[src/hw/rtl/idn_pkg.sv]
`timescale 1ns / 1ps

package idn_pkg;

    localparam int ENTRIES   = 16;
    localparam int MAX_BYTES = 32;

    // I/O always carries four 64-bit words; storage keeps only what MAX_BYTES needs
    localparam int IO_WORDS = 4;
    localparam int WORDS    = (MAX_BYTES + 7) / 8;
    localparam int WSEL_W   = 2;
    localparam int LEN_W    = 6;
    localparam int KEY_W    = 16;

    localparam int IDX_W  = (ENTRIES > 1) ? $clog2(ENTRIES) : 1;
    localparam int CNT_W  = $clog2(ENTRIES + 1);
    localparam int ADDR_W = (ENTRIES * WORDS > 1) ? $clog2(ENTRIES * WORDS) : 1;

    localparam logic [1:0] OP_WRITE  = 2'd0;
    localparam logic [1:0] OP_READ   = 2'd1;
    localparam logic [1:0] OP_CYCLIC = 2'd2;
    localparam logic [1:0] OP_NONE   = 2'd3;

    localparam logic [1:0] ST_OK        = 2'd0;
    localparam logic [1:0] ST_NOT_FOUND = 2'd1;
    localparam logic [1:0] ST_FULL      = 2'd2;
    localparam logic [1:0] ST_BAD_LEN   = 2'd3;

    localparam logic [KEY_W-1:0] CYC_WRITE_KEY   = 16'd36;
    localparam logic [KEY_W-1:0] CYC_READ_KEY    = 16'd51;
    localparam logic [LEN_W-1:0] CYC_WRITE_BYTES = 6'd4;

    typedef struct packed {
        logic [1:0]       opcode;
        logic [KEY_W-1:0] key;
        logic [LEN_W-1:0] byte_count;
        logic [63:0]      data_word0;
        logic [63:0]      data_word1;
        logic [63:0]      data_word2;
        logic [63:0]      data_word3;
    } request_t;

    typedef struct packed {
        logic [1:0]       status;
        logic [LEN_W-1:0] read_length;
        logic [63:0]      read_word0;
        logic [63:0]      read_word1;
        logic [63:0]      read_word2;
        logic [63:0]      read_word3;
    } result_t;

    typedef struct packed {
        logic       load;
        logic       scan_init;
        logic       scan;
        logic       alloc;
        logic       wr_word;
        logic       rd_issue;
        logic       rd_finish;
        logic       phase_read;
        logic       set_status;
        logic [1:0] status_code;
    } dp_cmd_t;

    typedef struct packed {
        logic [1:0] op;
        logic       bad_len;
        logic       scan_done;
        logic       hit;
        logic       full;
        logic       w_last;
    } dp_status_t;

    // keeps the bytes of word w that lie below a length of n bytes
    function automatic logic [63:0] byte_mask(input logic [LEN_W-1:0] n,
                                              input logic [WSEL_W-1:0] w);
        logic [63:0] m;
        int          lo;
        m = '0;
        for (int b = 0; b < 8; b++)
        begin
            lo = int'(w) * 8 + b;
            m[b*8 +: 8] = (int'(n) > lo) ? 8'hFF : 8'h00;
        end
        return m;
    endfunction

endpackage

[src/hw/rtl/idn_ctrl.sv]
`timescale 1ns / 1ps

module idn_ctrl (
    input  logic                clk,
    input  logic                rst_n,
    input  logic                start,
    input  logic [1:0]          opcode,
    input  idn_pkg::dp_status_t st,
    output idn_pkg::dp_cmd_t    cmd,
    output logic                busy,
    output logic                done
);

    localparam logic [2:0] S_IDLE   = 3'd0;
    localparam logic [2:0] S_SCAN   = 3'd1;
    localparam logic [2:0] S_WKEY   = 3'd2;
    localparam logic [2:0] S_WDATA  = 3'd3;
    localparam logic [2:0] S_RDATA  = 3'd4;
    localparam logic [2:0] S_RDRAIN = 3'd5;
    localparam logic [2:0] S_DONE   = 3'd6;

    logic [2:0] state_reg, state_next;
    logic       phase_reg, phase_next;   // cyclic: 0 write half, 1 read half
    logic       writing;

    assign writing = (st.op == idn_pkg::OP_WRITE) ||
                     ((st.op == idn_pkg::OP_CYCLIC) && !phase_reg);

    always_comb
    begin
        cmd        = '0;
        state_next = state_reg;
        phase_next = phase_reg;
        unique case (state_reg)
            S_IDLE:
            begin
                if (start)
                begin
                    cmd.load      = 1'b1;
                    cmd.scan_init = 1'b1;
                    phase_next    = 1'b0;
                    state_next    = (opcode == idn_pkg::OP_NONE) ? S_DONE : S_SCAN;
                end
            end
            S_SCAN:
            begin
                cmd.scan = 1'b1;
                if (writing && st.bad_len)
                begin
                    cmd.set_status  = 1'b1;
                    cmd.status_code = idn_pkg::ST_BAD_LEN;
                    state_next      = S_DONE;
                end
                else if (st.scan_done)
                begin
                    if (writing)
                    begin
                        if (!st.hit && st.full)
                        begin
                            if (st.op == idn_pkg::OP_WRITE)
                            begin
                                cmd.set_status  = 1'b1;
                                cmd.status_code = idn_pkg::ST_FULL;
                                state_next      = S_DONE;
                            end
                            else
                            begin
                                cmd.phase_read = 1'b1;
                                phase_next     = 1'b1;
                                state_next     = S_SCAN;
                            end
                        end
                        else
                        begin
                            state_next = S_WKEY;
                        end
                    end
                    else if (st.hit)
                    begin
                        state_next = S_RDATA;
                    end
                    else
                    begin
                        cmd.set_status  = 1'b1;
                        cmd.status_code = idn_pkg::ST_NOT_FOUND;
                        state_next      = S_DONE;
                    end
                end
            end
            S_WKEY:
            begin
                cmd.alloc  = 1'b1;
                state_next = S_WDATA;
            end
            S_WDATA:
            begin
                cmd.wr_word = 1'b1;
                if (st.w_last)
                begin
                    if (st.op == idn_pkg::OP_CYCLIC)
                    begin
                        cmd.phase_read = 1'b1;
                        phase_next     = 1'b1;
                        state_next     = S_SCAN;
                    end
                    else
                    begin
                        state_next = S_DONE;
                    end
                end
            end
            S_RDATA:
            begin
                cmd.rd_issue = 1'b1;
                if (st.w_last)
                begin
                    state_next = S_RDRAIN;
                end
            end
            S_RDRAIN:
            begin
                cmd.rd_finish = 1'b1;
                state_next    = S_DONE;
            end
            S_DONE:
            begin
                state_next = S_IDLE;
            end
            default:
            begin
                state_next = S_IDLE;
            end
        endcase
    end

    always_ff @(posedge clk or negedge rst_n)
    begin
        if (!rst_n)
        begin
            state_reg <= S_IDLE;
            phase_reg <= 1'b0;
        end
        else
        begin
            state_reg <= state_next;
            phase_reg <= phase_next;
        end
    end

    assign busy = (state_reg != S_IDLE);
    assign done = (state_reg == S_DONE);

endmodule

[config.mk]
export PLATFORM = sky130hd
export DESIGN_NAME = idn_ctrl
export DESIGN_NICKNAME = d
export VERILOG_FILES = /design/src/hw/rtl/idn_pkg.sv /design/src/hw/rtl/idn_ctrl.sv
export SDC_FILE = /design/constraint.sdc
export NUM_CORES = 1
export LEC_CHECK = 0
export BUFFER_PORTS_ARGS = -buffer_cell sky130_fd_sc_hd__buf_2
export CORE_AREA = 2 2 39 41
export DETAILED_ROUTE_END_ITERATION = 8
export DIE_AREA = 0 0 41 43
export GPL_TIMING_DRIVEN = 0
export PLACE_DENSITY = 0.66
export SETUP_SLACK_MARGIN = 0.5
export SLEW_MARGIN = 20
export SYNTH_ARGS = -nofsm -noshare
export SYNTH_HDL_FRONTEND = slang
export SYNTH_SLANG_ARGS = --single-unit
[constraint.sdc]
create_clock -name clk -period 3 [get_ports clk]
set_input_delay 0 -clock clk [delete_from_list [all_inputs] [get_ports clk]]
set_output_delay 0 -clock clk [all_outputs]
set_load 0.1 [all_outputs]
# Yosys cells after proc, flatten, opt, wreduce, memory -nomap -nowiden
# Index checks and enable logic that the tools add are counted.
totals:
  reg_bits: 4
  out_inout_bits: 13
op_classes:
  reduce_logical: 12
  eq_ne: 18
  n_mux: 41
op_table:
  columns: ["cell", "n"]
  rows:
  - ["two-way mux 3 bit", 15]
  - ["two-way mux 1 bit", 18]
  - ["inequality test 2 bit (second input constant)", 9]
  - ["one-hot mux 3 bit (6 select lines)", 1]
  - ["equality test 3 bit (second input constant)", 3]
  - ["AND reduction 9 bit", 1]
  - ["two-way mux 4 bit", 2]
  - ["equality test 3 x 2 -> 1 bit (second input constant)", 2]
  - ["two-way mux 2 bit", 3]
  - ["nonzero test 3 bit", 2]
  - ["equality test 2 bit (second input constant)", 2]
  - ["AND reduction 4 bit", 1]
  - ["equality test 3 x 1 -> 1 bit (second input constant)", 1]
  - ["logical AND 1 bit", 3]
  - ["logical NOT 3 bit", 1]
  - ["inequality test 3 bit (second input constant)", 1]
  - ["one-hot mux 1 bit (3 select lines)", 1]
  - ["logical NOT 1 bit", 2]
  - ["logical NOT 2 bit", 1]
  - ["one-hot mux 1 bit (2 select lines)", 1]
  - ["logical OR 1 bit", 1]

# Logic depth before layout (Yosys ltp)
logic_depth:
  depth_word: 7
  depth_mapped: 6
  ltp_nobuf: 6

# Worst setup path before layout
# Ideal clock, no wire load.
synth_timing:
  path_type: "reg2out"
  start: "register state_reg[0]"
  end: "output cmd[5] (netlist name)"
  path_slack_ns: 0.224
  t_arrival_ns: 2.776
  path_buffers: 1
  path_stages_with_launch: 3
  cell_sequence: "dfrtp_1 > buf_2 > nor3b_1"
synth_lines:
  columns: ["element", "line_no", "text"]
  rows:
  - ["start, declared", "idn_ctrl.sv:22", "logic [2:0] state_reg, state_next;"]
  - ["start signal, assigned", "idn_ctrl.sv:145", "state_reg <= state_next;"]
  - ["end, declared", "idn_ctrl.sv:9", "output idn_pkg::dp_cmd_t cmd,"]

==> tab_implementation.tex <==
\begin{tabular}{lr}
\hline
Metric & Value \\
\hline
\multicolumn{2}{l}{\textbf{Status}} \\
Outcome & finished, final reports clean \\
\multicolumn{2}{l}{\textbf{Floorplan}} \\
Number of rows created at floorplan & 14 \\
Count of pins on the block boundary & 25 \\
Die Footprint & roughly 1800 um\^{}2 \\
Die outline height & roughly 43 um \\
Die span in x & 41 um \\
Initial Utilization & between 30\% and 40\% \\
Core Region & 1384 um\^{}2 \\
\multicolumn{2}{l}{\textbf{Setup path}} \\
Worst Setup SP & state\_reg[1] \\
Family of cells with the greatest summed delay on the critical path & buffers and inverters \\
Crit. End Element & primary output \\
Crit path max-delay cell type & sky130\_fd\_sc\_hd\_\_buf\_2 \\
Crit-path max cell delay & 0.44 ns \\
Setup slack on the worst flop-to-flop path & $\sim$1.7 ns \\
Most frequent CP cell & sky130\_fd\_sc\_hd\_\_nand2\_1 \\
Critical path startpoint category & flop \\
Buf+Inv Stages, Crit Path & 2 \\
Startpoint of the lowest-slack register-to-register path & state\_reg[2] \\
Critical path arrival & 1.70 ns \\
Critical Path, Cell by Cell & nor2\_1 > nand2\_1 > inv\_2 > nand2\_1 > o21ai\_2 > buf\_2 \\
Critical path required time & approximately 3.0 ns \\
Critical-path maximum fanout & 5 \\
Worst setup path class & reg2out \\
\multicolumn{2}{l}{\textbf{Routing}} \\
DRT Wirelength & about 1200 um \\
Number of vias per cell & 5.330 \\
Number of design rule violations left after detail routing & 0 \\
Antenna-violating nets left & 0 \\
Total number of vias & 581 \\
Detailed Route Iter0 Violations & 11 \\
Initial DRT Pass Iterations & 4 \\
Wire per inst & around 11 um \\
\multicolumn{2}{l}{\textbf{Logic synthesis}} \\
Gate count after technology mapping & between 60 and 70 \\
Syn Area/Cell & $\sim$7.3 um\^{}2 \\
Count of warnings emitted by yosys & 0 \\
Yosys cell types & 29 \\
Netlist Area Pre-Place & 474.2 um\^{}2 \\
Seq cells post-synth & 4 \\
Share of the yosys chip area belonging to registers & 21.11\% \\
Synth Net Count & 77 \\
\multicolumn{2}{l}{\textbf{Global routing}} \\
Overall Global Routing Usage & 16.94\% \\
Global-route track usage on met3 & 3.141\% \\
Overflow after GRT & 0 \\
Wire length of the first global-routing pass & 2076 um \\
Largest net degree at the start of global routing & 11 \\
Routing layer with the top usage in global route & met2 \\
Global routing usage on met2 & between 20\% and 30\% \\
Antenna violations before repair & 0 \\
Via count of the first global-routing pass & 521 \\
Global routing met1 resource utilization & 22.15\% \\
\multicolumn{2}{l}{\textbf{Placement}} \\
Estimated wirelength of the detail-placed design & 993.2 um \\
Routability congestion estimate & 0.7252 \\
Buffers added on ports & 24 \\
\multicolumn{2}{l}{\textbf{STA}} \\
Count of pins over their slew limit & 0 \\
Actual slew at the worst max-slew pin & about 0.49 ns \\
Final setup fails & 0 \\
Tcrit/Tclk final & 56.61\% \\
Final hold violations & 0 \\
Minimum period implied by the final worst setup slack & 1.698 ns \\
Worst relative slew slack & between 60\% and 70\% \\
Setup repair after global routing missed its margin & no \\
FMAX & 588.8 MHz \\
Accumulated negative setup slack & 0 ns \\
Worst clock skew & 0.004119 ns \\
\multicolumn{2}{l}{\textbf{Finish}} \\
Flip-flop count of the largest register, all copies and words added & 3 \\
Count of nets after finishing & around 110 \\
Area growth from synthesis to layout & 38.26\% \\
Most common library cell in the layout ignoring fill and taps & sky130\_fd\_sc\_hd\_\_buf\_2 \\
Share of final-layout standard cells stronger than drive strength 1 & 43.01\% \\
Number of diodes & 0 \\
Top library cells by usage in the layout, fill and taps aside & sky130\_fd\_sc\_hd\_\_buf\_2 (25), sky130\_fd\_sc\_hd\_\_nand2\_1 (9), sky130\_fd\_sc\_hd\_\_a21oi\_1 (6), sky130\_fd\_sc\_hd\_\_nand3\_1 (5) \\
\multicolumn{2}{l}{\textbf{Clock network}} \\
\# clock sinks & 4 \\
Clock Tree Root & sky130\_fd\_sc\_hd\_\_clkbuf\_4 \\
Clock transition at the registers of the reported paths & around 0.04 ns \\
Number of levels the H-tree was split into & 1 \\
CTS Buf Count & 3 \\
Maximum buffer depth of the clock tree & 2 \\
Worst-Skew Late Latency & approximately 0.23 ns \\
Clock tree from TritonCTS & yes \\
\multicolumn{2}{l}{\textbf{Min path}} \\
Class of the tightest hold or removal check & in2async \\
\multicolumn{2}{l}{\textbf{Flow run}} \\
Maxcap violations & 0 \\
\hline
\end{tabular}
[logic make-up after synthesis]
kind of cell / after synthesis / synth area share (%)
AOI/OAI and AO/OA: 17 / 25.07
and+or+nand+nor: 36 / 44.86
DFF: 4 / 21.11
buffers and inverters: 8 / 8.969
[cell usage after synthesis]
cell	number	area (um^2)
sky130_fd_sc_hd__a31oi_1	1	6.260
sky130_fd_sc_hd__a21o_1	2	15.01
sky130_fd_sc_hd__o31a_1	1	8.760
sky130_fd_sc_hd__nor3_1	1	5.000
sky130_fd_sc_hd__a211oi_2	1	12.51
sky130_fd_sc_hd__nor2_1	4	15.01
sky130_fd_sc_hd__nor3_2	4	40.04
sky130_fd_sc_hd__a32o_2	1	11.26
sky130_fd_sc_hd__o22ai_1	1	6.260
sky130_fd_sc_hd__and2_1	1	6.260
sky130_fd_sc_hd__nor4b_1	1	8.760
sky130_fd_sc_hd__inv_1	3	11.26
sky130_fd_sc_hd__o21ai_1	2	10.01
sky130_fd_sc_hd__and3_1	1	6.260
sky130_fd_sc_hd__nand2b_1	3	18.77
sky130_fd_sc_hd__a21oi_1	6	30.03
sky130_fd_sc_hd__dfrtp_1	4	100.1
sky130_fd_sc_hd__inv_2	1	3.750
sky130_fd_sc_hd__nor2b_1	1	6.260
sky130_fd_sc_hd__a311oi_1	1	8.760
sky130_fd_sc_hd__and3b_1	2	17.52
sky130_fd_sc_hd__nand3_1	5	25.02
sky130_fd_sc_hd__buf_2	1	5.000
sky130_fd_sc_hd__a221o_1	1	10.01
sky130_fd_sc_hd__nand3b_1	2	15.01
sky130_fd_sc_hd__nand2_1	9	33.78
sky130_fd_sc_hd__and2b_1	1	7.510
sky130_fd_sc_hd__buf_4	3	22.52
sky130_fd_sc_hd__nor3b_1	1	7.510
[stage by stage]
| stage | setup WS (ns) | utilization [%] | instances | hold WS (ns) | cell area [um^2] |
|---|---|---|---|---|---|
| after floorplan | 0.8248 | - | 65 | -0.2956 | 483.0 |
| after global placement | 1.559 | 45.03 | 105 | -0.1950 | 623.1 |
| after detailed placement | 1.549 | 45.03 | 105 | -0.1936 | 623.1 |
| after CTS | 1.288 | 47.38 | 109 | 0.09423 | 655.6 |
| after global routing | 1.139 | 47.38 | 109 | 0.1127 | 655.6 |
| final | 1.302 | 47.38 | 109 | 0.1096 | 655.6 |
[worst paths after layout]
check | endpoint | cells past startpoint
max in group asynchronous | phase_reg | 2
setup / recovery | cmd[3] | 6
setup reg to reg | state_reg[1] | 5
hold reg to reg | phase_reg | 1
hold / removal | state_reg[1] | 2
min in group clk | phase_reg | 3
[worst register-to-register path: cells and delay by family, from the launching register on]
kind / cells / cell delay [ns]
AOI/OAI and AO/OA: 2 / 0.44
DFF: 1 / 0.38
and+or+nand+nor: 2 / 0.23
buffers and inverters: 1 / 0.17
[routing by layer]
metal | up-vias | routed length, um
met5 | - | 0
met4 | 0 | 0
met3 | 0 | 88
met2 | 29 | 594
met1 | 262 | 542
li1 | 290 | -
[cell type report]
| type | instances | area [um^2] |
|---|---|---|
| clock buffers | 3 | 22.52 |
| well taps | 16 | 20.02 |
| fillers | 152 | 728.2 |
| repair buffers | 25 | 130.1 |
| plain buffers | 4 | 27.53 |
| flip-flops and latches | 4 | 100.1 |
| multi-input cells | 53 | 340.3 |
| inverters | 4 | 15.01 |
[timing repair]
action | CTS | global route
endpoints found under the hold margin | 4 | 0
gates resized for setup | 0 | 0
hold buffers | 1 | 0
setup buffers | 0 | 0
Power is not shown: default switching activity piles up to over one toggle a cycle in this logic, so the estimate is an artifact.
