`src/hw/rtl/idn_pkg.sv`:
```
`timescale 1ns / 1ps

package idn_pkg;

    localparam int ENTRIES   = 16;
    localparam int MAX_BYTES = 32;

    // I/O always carries four 64-bit words; storage keeps only what MAX_BYTES needs
    localparam int IO_WORDS = 4;
    localparam int WORDS    = (MAX_BYTES + 7) / 8;
    localparam int WSEL_W   = 2;
    localparam int LEN_W    = 6;
    localparam int KEY_W    = 16;

    localparam int IDX_W  = (ENTRIES > 1) ? $clog2(ENTRIES) : 1;
    localparam int CNT_W  = $clog2(ENTRIES + 1);
    localparam int ADDR_W = (ENTRIES * WORDS > 1) ? $clog2(ENTRIES * WORDS) : 1;

    localparam logic [1:0] OP_WRITE  = 2'd0;
    localparam logic [1:0] OP_READ   = 2'd1;
    localparam logic [1:0] OP_CYCLIC = 2'd2;
    localparam logic [1:0] OP_NONE   = 2'd3;

    localparam logic [1:0] ST_OK        = 2'd0;
    localparam logic [1:0] ST_NOT_FOUND = 2'd1;
    localparam logic [1:0] ST_FULL      = 2'd2;
    localparam logic [1:0] ST_BAD_LEN   = 2'd3;

    localparam logic [KEY_W-1:0] CYC_WRITE_KEY   = 16'd36;
    localparam logic [KEY_W-1:0] CYC_READ_KEY    = 16'd51;
    localparam logic [LEN_W-1:0] CYC_WRITE_BYTES = 6'd4;

    typedef struct packed {
        logic [1:0]       opcode;
        logic [KEY_W-1:0] key;
        logic [LEN_W-1:0] byte_count;
        logic [63:0]      data_word0;
        logic [63:0]      data_word1;
        logic [63:0]      data_word2;
        logic [63:0]      data_word3;
    } request_t;

    typedef struct packed {
        logic [1:0]       status;
        logic [LEN_W-1:0] read_length;
        logic [63:0]      read_word0;
        logic [63:0]      read_word1;
        logic [63:0]      read_word2;
        logic [63:0]      read_word3;
    } result_t;

    typedef struct packed {
        logic       load;
        logic       scan_init;
        logic       scan;
        logic       alloc;
        logic       wr_word;
        logic       rd_issue;
        logic       rd_finish;
        logic       phase_read;
        logic       set_status;
        logic [1:0] status_code;
    } dp_cmd_t;

    typedef struct packed {
        logic [1:0] op;
        logic       bad_len;
        logic       scan_done;
        logic       hit;
        logic       full;
        logic       w_last;
    } dp_status_t;

    // keeps the bytes of word w that lie below a length of n bytes
    function automatic logic [63:0] byte_mask(input logic [LEN_W-1:0] n,
                                              input logic [WSEL_W-1:0] w);
        logic [63:0] m;
        int          lo;
        m = '0;
        for (int b = 0; b < 8; b++)
        begin
            lo = int'(w) * 8 + b;
            m[b*8 +: 8] = (int'(n) > lo) ? 8'hFF : 8'h00;
        end
        return m;
    endfunction

endpackage

```
`src/hw/rtl/idn_dpath.sv`:
```
`timescale 1ns / 1ps

module idn_dpath (
    input  logic                clk,
    input  logic                rst_n,
    input  idn_pkg::request_t   request,
    input  idn_pkg::dp_cmd_t    cmd,
    output idn_pkg::dp_status_t st,
    output idn_pkg::result_t    result
);

    localparam int IDX_W  = idn_pkg::IDX_W;
    localparam int CNT_W  = idn_pkg::CNT_W;
    localparam int ADDR_W = idn_pkg::ADDR_W;
    localparam int WSEL_W = idn_pkg::WSEL_W;
    localparam int LEN_W  = idn_pkg::LEN_W;
    localparam int KEY_W  = idn_pkg::KEY_W;

    // storage
    logic [KEY_W-1:0] key_mem  [idn_pkg::ENTRIES];
    logic [LEN_W-1:0] len_mem  [idn_pkg::ENTRIES];
    logic [63:0]      byte_mem [idn_pkg::ENTRIES * idn_pkg::WORDS];

    // control
    logic [CNT_W-1:0]  count_reg;
    logic [CNT_W-1:0]  scan_reg;
    logic              pend_key_reg;
    logic              found_reg;
    logic              pend_rd_reg;
    logic [WSEL_W-1:0] wcnt_reg;

    // payload
    logic [1:0]        op_reg;
    logic [KEY_W-1:0]  key_reg;
    logic [LEN_W-1:0]  n_reg;
    logic [63:0]       wdata_reg [idn_pkg::IO_WORDS];
    logic [KEY_W-1:0]  key_rd_reg;
    logic [IDX_W-1:0]  pend_idx_reg;
    logic [IDX_W-1:0]  hit_idx_reg;
    logic [LEN_W-1:0]  len_rd_reg;
    logic [63:0]       byte_rd_reg;
    logic [WSEL_W-1:0] cap_w_reg;
    logic [1:0]        res_status_reg;
    logic [LEN_W-1:0]  res_len_reg;
    logic [63:0]       res_word_reg [idn_pkg::IO_WORDS];

    logic             hit_now;
    logic             exhausted;
    logic             issue_key;
    logic [IDX_W-1:0] count_idx;
    logic [IDX_W-1:0] tgt_idx;
    logic [ADDR_W-1:0] byte_addr;

    assign hit_now   = pend_key_reg && (key_rd_reg == key_reg);
    assign exhausted = !pend_key_reg && (scan_reg >= count_reg);
    assign issue_key = cmd.scan && !hit_now && (scan_reg < count_reg);
    assign count_idx = count_reg[IDX_W-1:0];
    assign tgt_idx   = found_reg ? hit_idx_reg : count_idx;
    assign byte_addr = ADDR_W'(hit_idx_reg) * ADDR_W'(idn_pkg::WORDS) + ADDR_W'(wcnt_reg);

    always_ff @(posedge clk or negedge rst_n)
    begin
        if (!rst_n)
        begin
            count_reg    <= '0;
            scan_reg     <= '0;
            pend_key_reg <= 1'b0;
            found_reg    <= 1'b0;
            pend_rd_reg  <= 1'b0;
            wcnt_reg     <= '0;
        end
        else
        begin
            pend_rd_reg <= cmd.rd_issue;
            if (cmd.scan_init || cmd.phase_read)
            begin
                scan_reg     <= '0;
                pend_key_reg <= 1'b0;
                found_reg    <= 1'b0;
                wcnt_reg     <= '0;
            end
            else
            begin
                if (cmd.scan)
                begin
                    pend_key_reg <= issue_key;
                    if (issue_key)
                    begin
                        scan_reg <= scan_reg + CNT_W'(1);
                    end
                    if (hit_now)
                    begin
                        found_reg <= 1'b1;
                    end
                end
                if (cmd.alloc)
                begin
                    wcnt_reg <= '0;
                    if (!found_reg)
                    begin
                        count_reg <= count_reg + CNT_W'(1);
                    end
                end
                if (cmd.wr_word || cmd.rd_issue)
                begin
                    wcnt_reg <= wcnt_reg + WSEL_W'(1);
                end
            end
        end
    end

    always_ff @(posedge clk)
    begin
        if (cmd.load)
        begin
            op_reg <= request.opcode;
            if (request.opcode == idn_pkg::OP_CYCLIC)
            begin
                key_reg      <= idn_pkg::CYC_WRITE_KEY;
                n_reg        <= idn_pkg::CYC_WRITE_BYTES;
                wdata_reg[0] <= {32'h0, request.data_word0[31:0]};
                wdata_reg[1] <= '0;
                wdata_reg[2] <= '0;
                wdata_reg[3] <= '0;
            end
            else
            begin
                key_reg      <= request.key;
                n_reg        <= request.byte_count;
                wdata_reg[0] <= request.data_word0;
                wdata_reg[1] <= request.data_word1;
                wdata_reg[2] <= request.data_word2;
                wdata_reg[3] <= request.data_word3;
            end
            res_status_reg <= idn_pkg::ST_OK;
            res_len_reg    <= '0;
            for (int w = 0; w < idn_pkg::IO_WORDS; w++)
            begin
                res_word_reg[w] <= '0;
            end
        end
        if (cmd.phase_read)
        begin
            key_reg <= idn_pkg::CYC_READ_KEY;
        end
        if (issue_key)
        begin
            key_rd_reg   <= key_mem[scan_reg[IDX_W-1:0]];
            pend_idx_reg <= scan_reg[IDX_W-1:0];
        end
        if (cmd.scan && hit_now)
        begin
            hit_idx_reg <= pend_idx_reg;
        end
        if (cmd.alloc)
        begin
            hit_idx_reg      <= tgt_idx;
            len_mem[tgt_idx] <= n_reg;
            if (!found_reg)
            begin
                key_mem[count_idx] <= key_reg;
            end
        end
        if (cmd.wr_word)
        begin
            byte_mem[byte_addr] <= wdata_reg[wcnt_reg] & idn_pkg::byte_mask(n_reg, wcnt_reg);
        end
        if (cmd.rd_issue)
        begin
            byte_rd_reg <= byte_mem[byte_addr];
            cap_w_reg   <= wcnt_reg;
        end
        len_rd_reg <= len_mem[hit_idx_reg];
        if (pend_rd_reg)
        begin
            res_word_reg[cap_w_reg] <= byte_rd_reg & idn_pkg::byte_mask(len_rd_reg, cap_w_reg);
        end
        if (cmd.rd_finish)
        begin
            res_len_reg <= len_rd_reg;
        end
        if (cmd.set_status)
        begin
            res_status_reg <= cmd.status_code;
        end
    end

    assign st.op        = op_reg;
    assign st.bad_len   = (n_reg == '0) || (n_reg > LEN_W'(idn_pkg::MAX_BYTES));
    assign st.scan_done = hit_now || exhausted;
    assign st.hit       = hit_now;
    assign st.full      = (count_reg == CNT_W'(idn_pkg::ENTRIES));
    assign st.w_last    = (wcnt_reg == WSEL_W'(idn_pkg::WORDS - 1));

    assign result.status      = res_status_reg;
    assign result.read_length = res_len_reg;
    assign result.read_word0  = res_word_reg[0];
    assign result.read_word1  = res_word_reg[1];
    assign result.read_word2  = res_word_reg[2];
    assign result.read_word3  = res_word_reg[3];

endmodule

```
`config.mk`:
```
export PLATFORM = sky130hd
export DESIGN_NAME = idn_dpath
export DESIGN_NICKNAME = d
export VERILOG_FILES = /design/src/hw/rtl/idn_pkg.sv /design/src/hw/rtl/idn_dpath.sv
export SDC_FILE = /design/constraint.sdc
export NUM_CORES = 2
export LEC_CHECK = 0
export ABC_CLOCK_PERIOD_IN_PS = 5600
export BUFFER_PORTS_ARGS = -buffer_cell sky130_fd_sc_hd__buf_2
export CORE_ASPECT_RATIO = 1.4
export CORE_MARGIN = 2
export CORE_UTILIZATION = 35
export DETAILED_ROUTE_END_ITERATION = 16
export PLACE_DENSITY = 0.5
export RECOVER_POWER = 100
export SYNTH_ARGS = -nofsm -noshare
export SYNTH_HDL_FRONTEND = slang
export SYNTH_MEMORY_MAX_BITS = 65536
export SYNTH_SLANG_ARGS = --single-unit
```
`constraint.sdc`:
```
create_clock -name clk -period 5.6 [get_ports clk]
set_input_delay 1.12 -clock clk [delete_from_list [all_inputs] [get_ports clk]]
set_output_delay 1.12 -clock clk [all_outputs]
set_load 0.1 [all_outputs]
```
# Yosys cells after proc, flatten, opt, wreduce, memory -nomap -nowiden
# Memories as Yosys holds them, arrays and structs flattened. A register that Yosys moved wholly into a read port is not among the register bits.
# Index checks and enable logic that the tools add are counted.
# word_totals
mem_bits_rw	4960
in_bits	293
regBits	57
output_inout_bits	271
mem_count	5
elab_cells	146
# mem_list
memory	depth	word_bits	read_ports	rd_clocked_by_memory_dff	write_ports	line	rtl
byte_mem	64	64	1	1	1	idn_dpath.sv:22	logic [63:0] byte_mem [idn_pkg::ENTRIES * idn_pkg::WORDS];
key_mem	16	16	1	1	1	idn_dpath.sv:20	logic [KEY_W-1:0] key_mem [idn_pkg::ENTRIES];
res_word_reg	4	64	4	0	5	idn_dpath.sv:45	logic [63:0] res_word_reg [idn_pkg::IO_WORDS];
wdata_reg	4	64	1	0	4	idn_dpath.sv:36	logic [63:0] wdata_reg [idn_pkg::IO_WORDS];
len_mem	16	6	1	1	1	idn_dpath.sv:21	logic [LEN_W-1:0] len_mem [idn_pkg::ENTRIES];
# op_classes
n_lt_le_gt_ge	19
muxes	56
add_sub_neg	18
bitwise	8
eq_ne	4
reduce_logical	22
# ops
op	n
$mux W64	4
$and A64 B64 Y64	2
$mux W8	16
$gt A6 B6 Y1	14
$add A5 B3 Y6 const B	8
$add A5 B2 Y6 const B	4
$mux W1	22
$eq A16 B16 Y1	1
$mux W16	1
$mux W5	3
$add A5 B1 Y6 const B	2
$gt A6 B5 Y1	2
$mux W4	3
$mux W6	2
$reduce_bool A2 Y1	6
$add A5 B1 Y5 const B	2
$mux W2	5
$add A6 B2 Y6	1
$gt A6 B6 Y1 const B	1
$logic_not A6 Y1	1
$eq A5 B5 Y1 const B	1
$ge A5 B5 Y1	1
$logic_and A1 B1 Y1	5
$lt A5 B5 Y1	1
9 further kinds	19

# Logic depth before layout (Yosys ltp)
# depth
word_depth	8
ltp_mapped	14
mapped_depth_nobuf	8

# Worst setup path after synthesis
# Ideal clock, no wire load.
# synth_timing
path_type	input-to-reg
from	in cmd[10] in the netlist's numbering
to	mem wdata_reg[0][0] (enable)
t_required_ns	4.889
setup_slack_ns	-3.356
arrival_ns	8.245
stages	2
cell_sequence	clkbuf_1 clkbuf_1
# synth_rtl
element	line	rtl
from (decl)	idn_dpath.sv:7	input idn_pkg::dp_cmd_t cmd,
to (decl)	idn_dpath.sv:36	

# Worst setup path in the final report
# layout_timing
from	reg wcnt_reg[1]
to	mem byte_mem[17][44] (enable)
# layout_via
elab_chain_len	1
# layout_rtl
element	line	rtl
from (decl)	idn_dpath.sv:30	logic [WSEL_W-1:0] wcnt_reg;
from (signal assigned)	idn_dpath.sv:106	wcnt_reg <= wcnt_reg + WSEL_W'(1);
$add A6 B2 Y6	idn_dpath.sv:59	assign byte_addr = ADDR_W'(hit_idx_reg) * ADDR_W'(idn_pkg::WORDS) + ADDR_W'(wcnt_reg);
to (decl)	idn_dpath.sv:22	
# No other way between the ends.

==> metrics <==
core area 559000 µm²; GRT overflow 0; Tot Pwr 87.0 mW; Min-Delay Path Class input port to flop; slew of the pin with the lowest slew margin 4510 ps; Top FF cell, synth edfxtp_1; adder-cell share of the synthesized area 0.109%; largest net degree at the start of global routing 231; CP cell instances nor2_1, nand2_1, buf_4, nor2_4, buf_4; outcome finished, violations left; Crit Path Class flop to flop; Slew Viols, Final 3908; drt pass-1 iters 6; Final WS setup -173 ps; max reg flops 4096; dpl cells 17985; Rows 325; warning count from the yosys run 0; Setup Fix Bufs, Post-CTS 0; CTS tree yes; Worst-Skew Late Latency 1090 ps; Top cell by count, worst path buf_4; GPL Wtd Cong 0.854; compound-gate portion of the synthesized area 6.49%; maximum VDD drop 0.260 mV; layout filler cell count 50301; Power Dens Cells 388 nW/µm²; average size of a mapped cell 19.1 µm²; post-synthesis mux area share 9.82%; crit path max fanout 32; H-tree levels 5; port bufs 563; most flop-heavy register byte_mem; Fmax 173 MHz; slowest library cell on the worst path nor2_1; Tcrit/Tclk final 103%; violated checks max-capacitance violations, max-slew violations, negative setup slack; Worst path depth 5; slowest stage delay, CP 2490 ps; Seq/Total Area, Yosys 78.0%; Non-Filler Instances 19216; Pint 64.1 mW; switching portion of total power 26.3%; flop2flop setup slack -170 ps; Die Span Y 889 µm; # nets final 11407; Worst Setup Start Kind flop; CP required 6270 ps; leak pwr 71.0 nW; clk root buf clkbuf_16; Total GRT Usage 26.7%; Crit. End Element flop; routed len/inst 40.4 µm; Synth cell types 81; routed vias 114722; Crit path max-delay family simple AND/OR/NAND/NOR gates; Switch Pwr 22.9 mW; XOR/XNOR share of the synthesized area 0.0939%; Reg2Reg Depth 5; Post-CTS Resized 0; clk buf depth 4; Vias/cell 5.97; synthesized flop and latch total 5103; unrepaired setup endpoints after global routing false; final instance area 224000 µm²; layout cells sized above 1 18.7%; syn nets 10569; Fin. Hold Viols 0; Buf+Inv Stages, Crit Path 2; clock share of power 36.9%; starting density of the core 35.1%; Antenna Nets Post-Route 0; Max-cap violations 118; clock-pin slew of the registers on the worst-case setup and hold paths 70 ps; hold_ws 224 ps; drt drc 0; Seq pwr share 51.7%; CTS buffer count 467; clock sink count 5103; Iteration-0 DRC Markers 15600; die area 566000 µm²; DP HPWL 437 mm; Logic pwr share 11.4%; DP Area 211000 µm²; Mapped Cells 10259; Total Neg Setup Slack -17590 ps; largest family of logic cells by synthesized area multiplexers; area of the mapped netlist 196000 µm²; P&R area growth vs syn 14.5%; Synth Area in Simple Gates 3.63%; Detailed Route WL 777 mm; post-layout util 40.2%; vias in the first global route 110472; I/O pin count 564; area leader, netlist edfxtp_1; Tmin final 5770 ps; cts hold-fix bufs 0; Min-Delay Path Depth 1; async set-reset flop share out of synthesis 0.294%; initial antenna violation count 98; Slew Limit Headroom -201%; area share of the largest cell type after synthesis 77.6%; EDFF count, synth 5066; worst-case clock skew 50.1 ps; WP data arrival 6440 ps; synth top area cells edfxtp_1, mux4_2, mux2i_1, a221oi_1, a22oi_1; final setup vio count 236; die span in x 636 µm; first-pass GRT wire length 1020 mm; Post-Place Worst Slack 1180 ps
[cells in the mapped netlist, types with 16 or more instances]
| master | instances |
|---|---|
| ha_1 | 17 |
| o22a_1 | 17 |
| a221oi_1 | 353 |
| o21ai_0 | 176 |
| buf_6 | 60 |
| buf_4 | 65 |
| edfxtp_1 | 5066 |
| nor3_1 | 40 |
| dfxtp_1 | 22 |
| mux4_2 | 461 |
| o22ai_1 | 206 |
| a21oi_1 | 264 |
| nor2_1 | 314 |
| buf_2 | 265 |
| a211oi_1 | 31 |
| a22o_1 | 76 |
| buf_1 | 55 |
| a31oi_1 | 40 |
| and3_1 | 232 |
| nor2b_1 | 80 |
| a22oi_1 | 393 |
| o2bb2ai_1 | 19 |
| nand2_1 | 236 |
| mux2i_1 | 628 |
| mux2_2 | 229 |
| or4_1 | 16 |
| nand3_1 | 75 |
| o221ai_1 | 21 |
| a221o_1 | 50 |
| clkbuf_1 | 209 |
| and2_1 | 277 |
| nand4_1 | 35 |
[final timing paths]
| kind | to | start |
|---|---|---|
| setup reg to reg | byte_mem[17][44]$_DFFE_PP_ | wcnt_reg[1]$_DFFE_PN0P_ |
| min in group asynchronous | wcnt_reg[1]$_DFFE_PN0P_ | rst_n |
| max in group asynchronous | scan_reg[0]$_DFFE_PN0P_ | rst_n |
| setup / recovery | byte_mem[17][44]$_DFFE_PP_ | wcnt_reg[1]$_DFFE_PN0P_ |
| hold / removal | wdata_reg[0][27]$_DFFE_PP_ | request[219] |
| hold reg to reg | key_mem[0][1]$_DFFE_PP_ | key_reg[1]$_SDFFE_PP1P_ |
[area by class of cell]
cell class | instances | area [µm²] | area share [%]
Inverter | 16 | 80.1 | 0.0357
Sequential cell | 5103 | 153000 | 68.2
Timing Repair Buffer | 1024 | 6230 | 2.78
Multi-Input combinational cell | 4485 | 40000 | 17.8
Clock buffer | 580 | 12500 | 5.57
Antenna cell | 369 | 923 | 0.412
Clock inverter | 282 | 2460 | 1.10
Tap cell | 7357 | 9210 | 4.10
[power by group through the flow]
stage	combinational (mW)	clock [mW]	sequential, mW
2_1_floorplan	4.40	0	46.4
3_3_place_gp	9.83	0	45.7
3_5_place_dp	9.98	0	45.7
4_1_cts	10.0	32.4	44.9
5_1_grt	10.1	33.7	45.1
6_report	9.88	32.1	45.0
[layout by cell type, fill, tap and decap left out, drive strengths merged, types with 17 or more instances in the layout]
cell     Yosys  layout
nor3        41      41
a211oi      31      31
edfxtp    5066    5066
o21ai      178     178
ha          17      17
nand3       75      75
a22oi      393     393
a221o       50      50
o22ai      206     206
o2bb2ai     19      19
mux4       461     461
a22o        76      76
clkinv       2     213
inv         14      31
o22a        17      17
nand2      236     236
buf        446     528
bufinv       0      41
nand4       35      35
dfxtp       22      22
a31oi       40      40
a221oi     358     358
o221ai      21      21
nor2       316     316
and3       232     232
diode        0     369
nor2b       80      80
clkbuf     209    1075
and2       278     278
mux2       229     229
a21oi      264     264
mux2i      628     628
[cell families (layout without fill, tap and decap cells)]
| logic type | after synthesis | in the layout |
|---|---|---|
| compound gates | 1760 | 1760 |
| xor+xnor | 21 | 21 |
| fa+ha+maj | 17 | 17 |
| buf+inv | 671 | 1902 |
| flops | 5103 | 5103 |
| mux | 1318 | 1318 |
| other cells | 0 | 369 |
| simple gates | 1369 | 1369 |
[metal layers]
layer | vias up | share of wire, % | global-route usage, %
met2 | 7186 | 49 | 45.1
met5 | - | 0.046 | 0
met4 | 52 | 7.1 | 16.9
met3 | 1709 | 8.9 | 4.70
li1 | 44293 | - | -
met1 | 61482 | 35 | 31.6
Note: power is estimated with default switching activity, not from simulation.
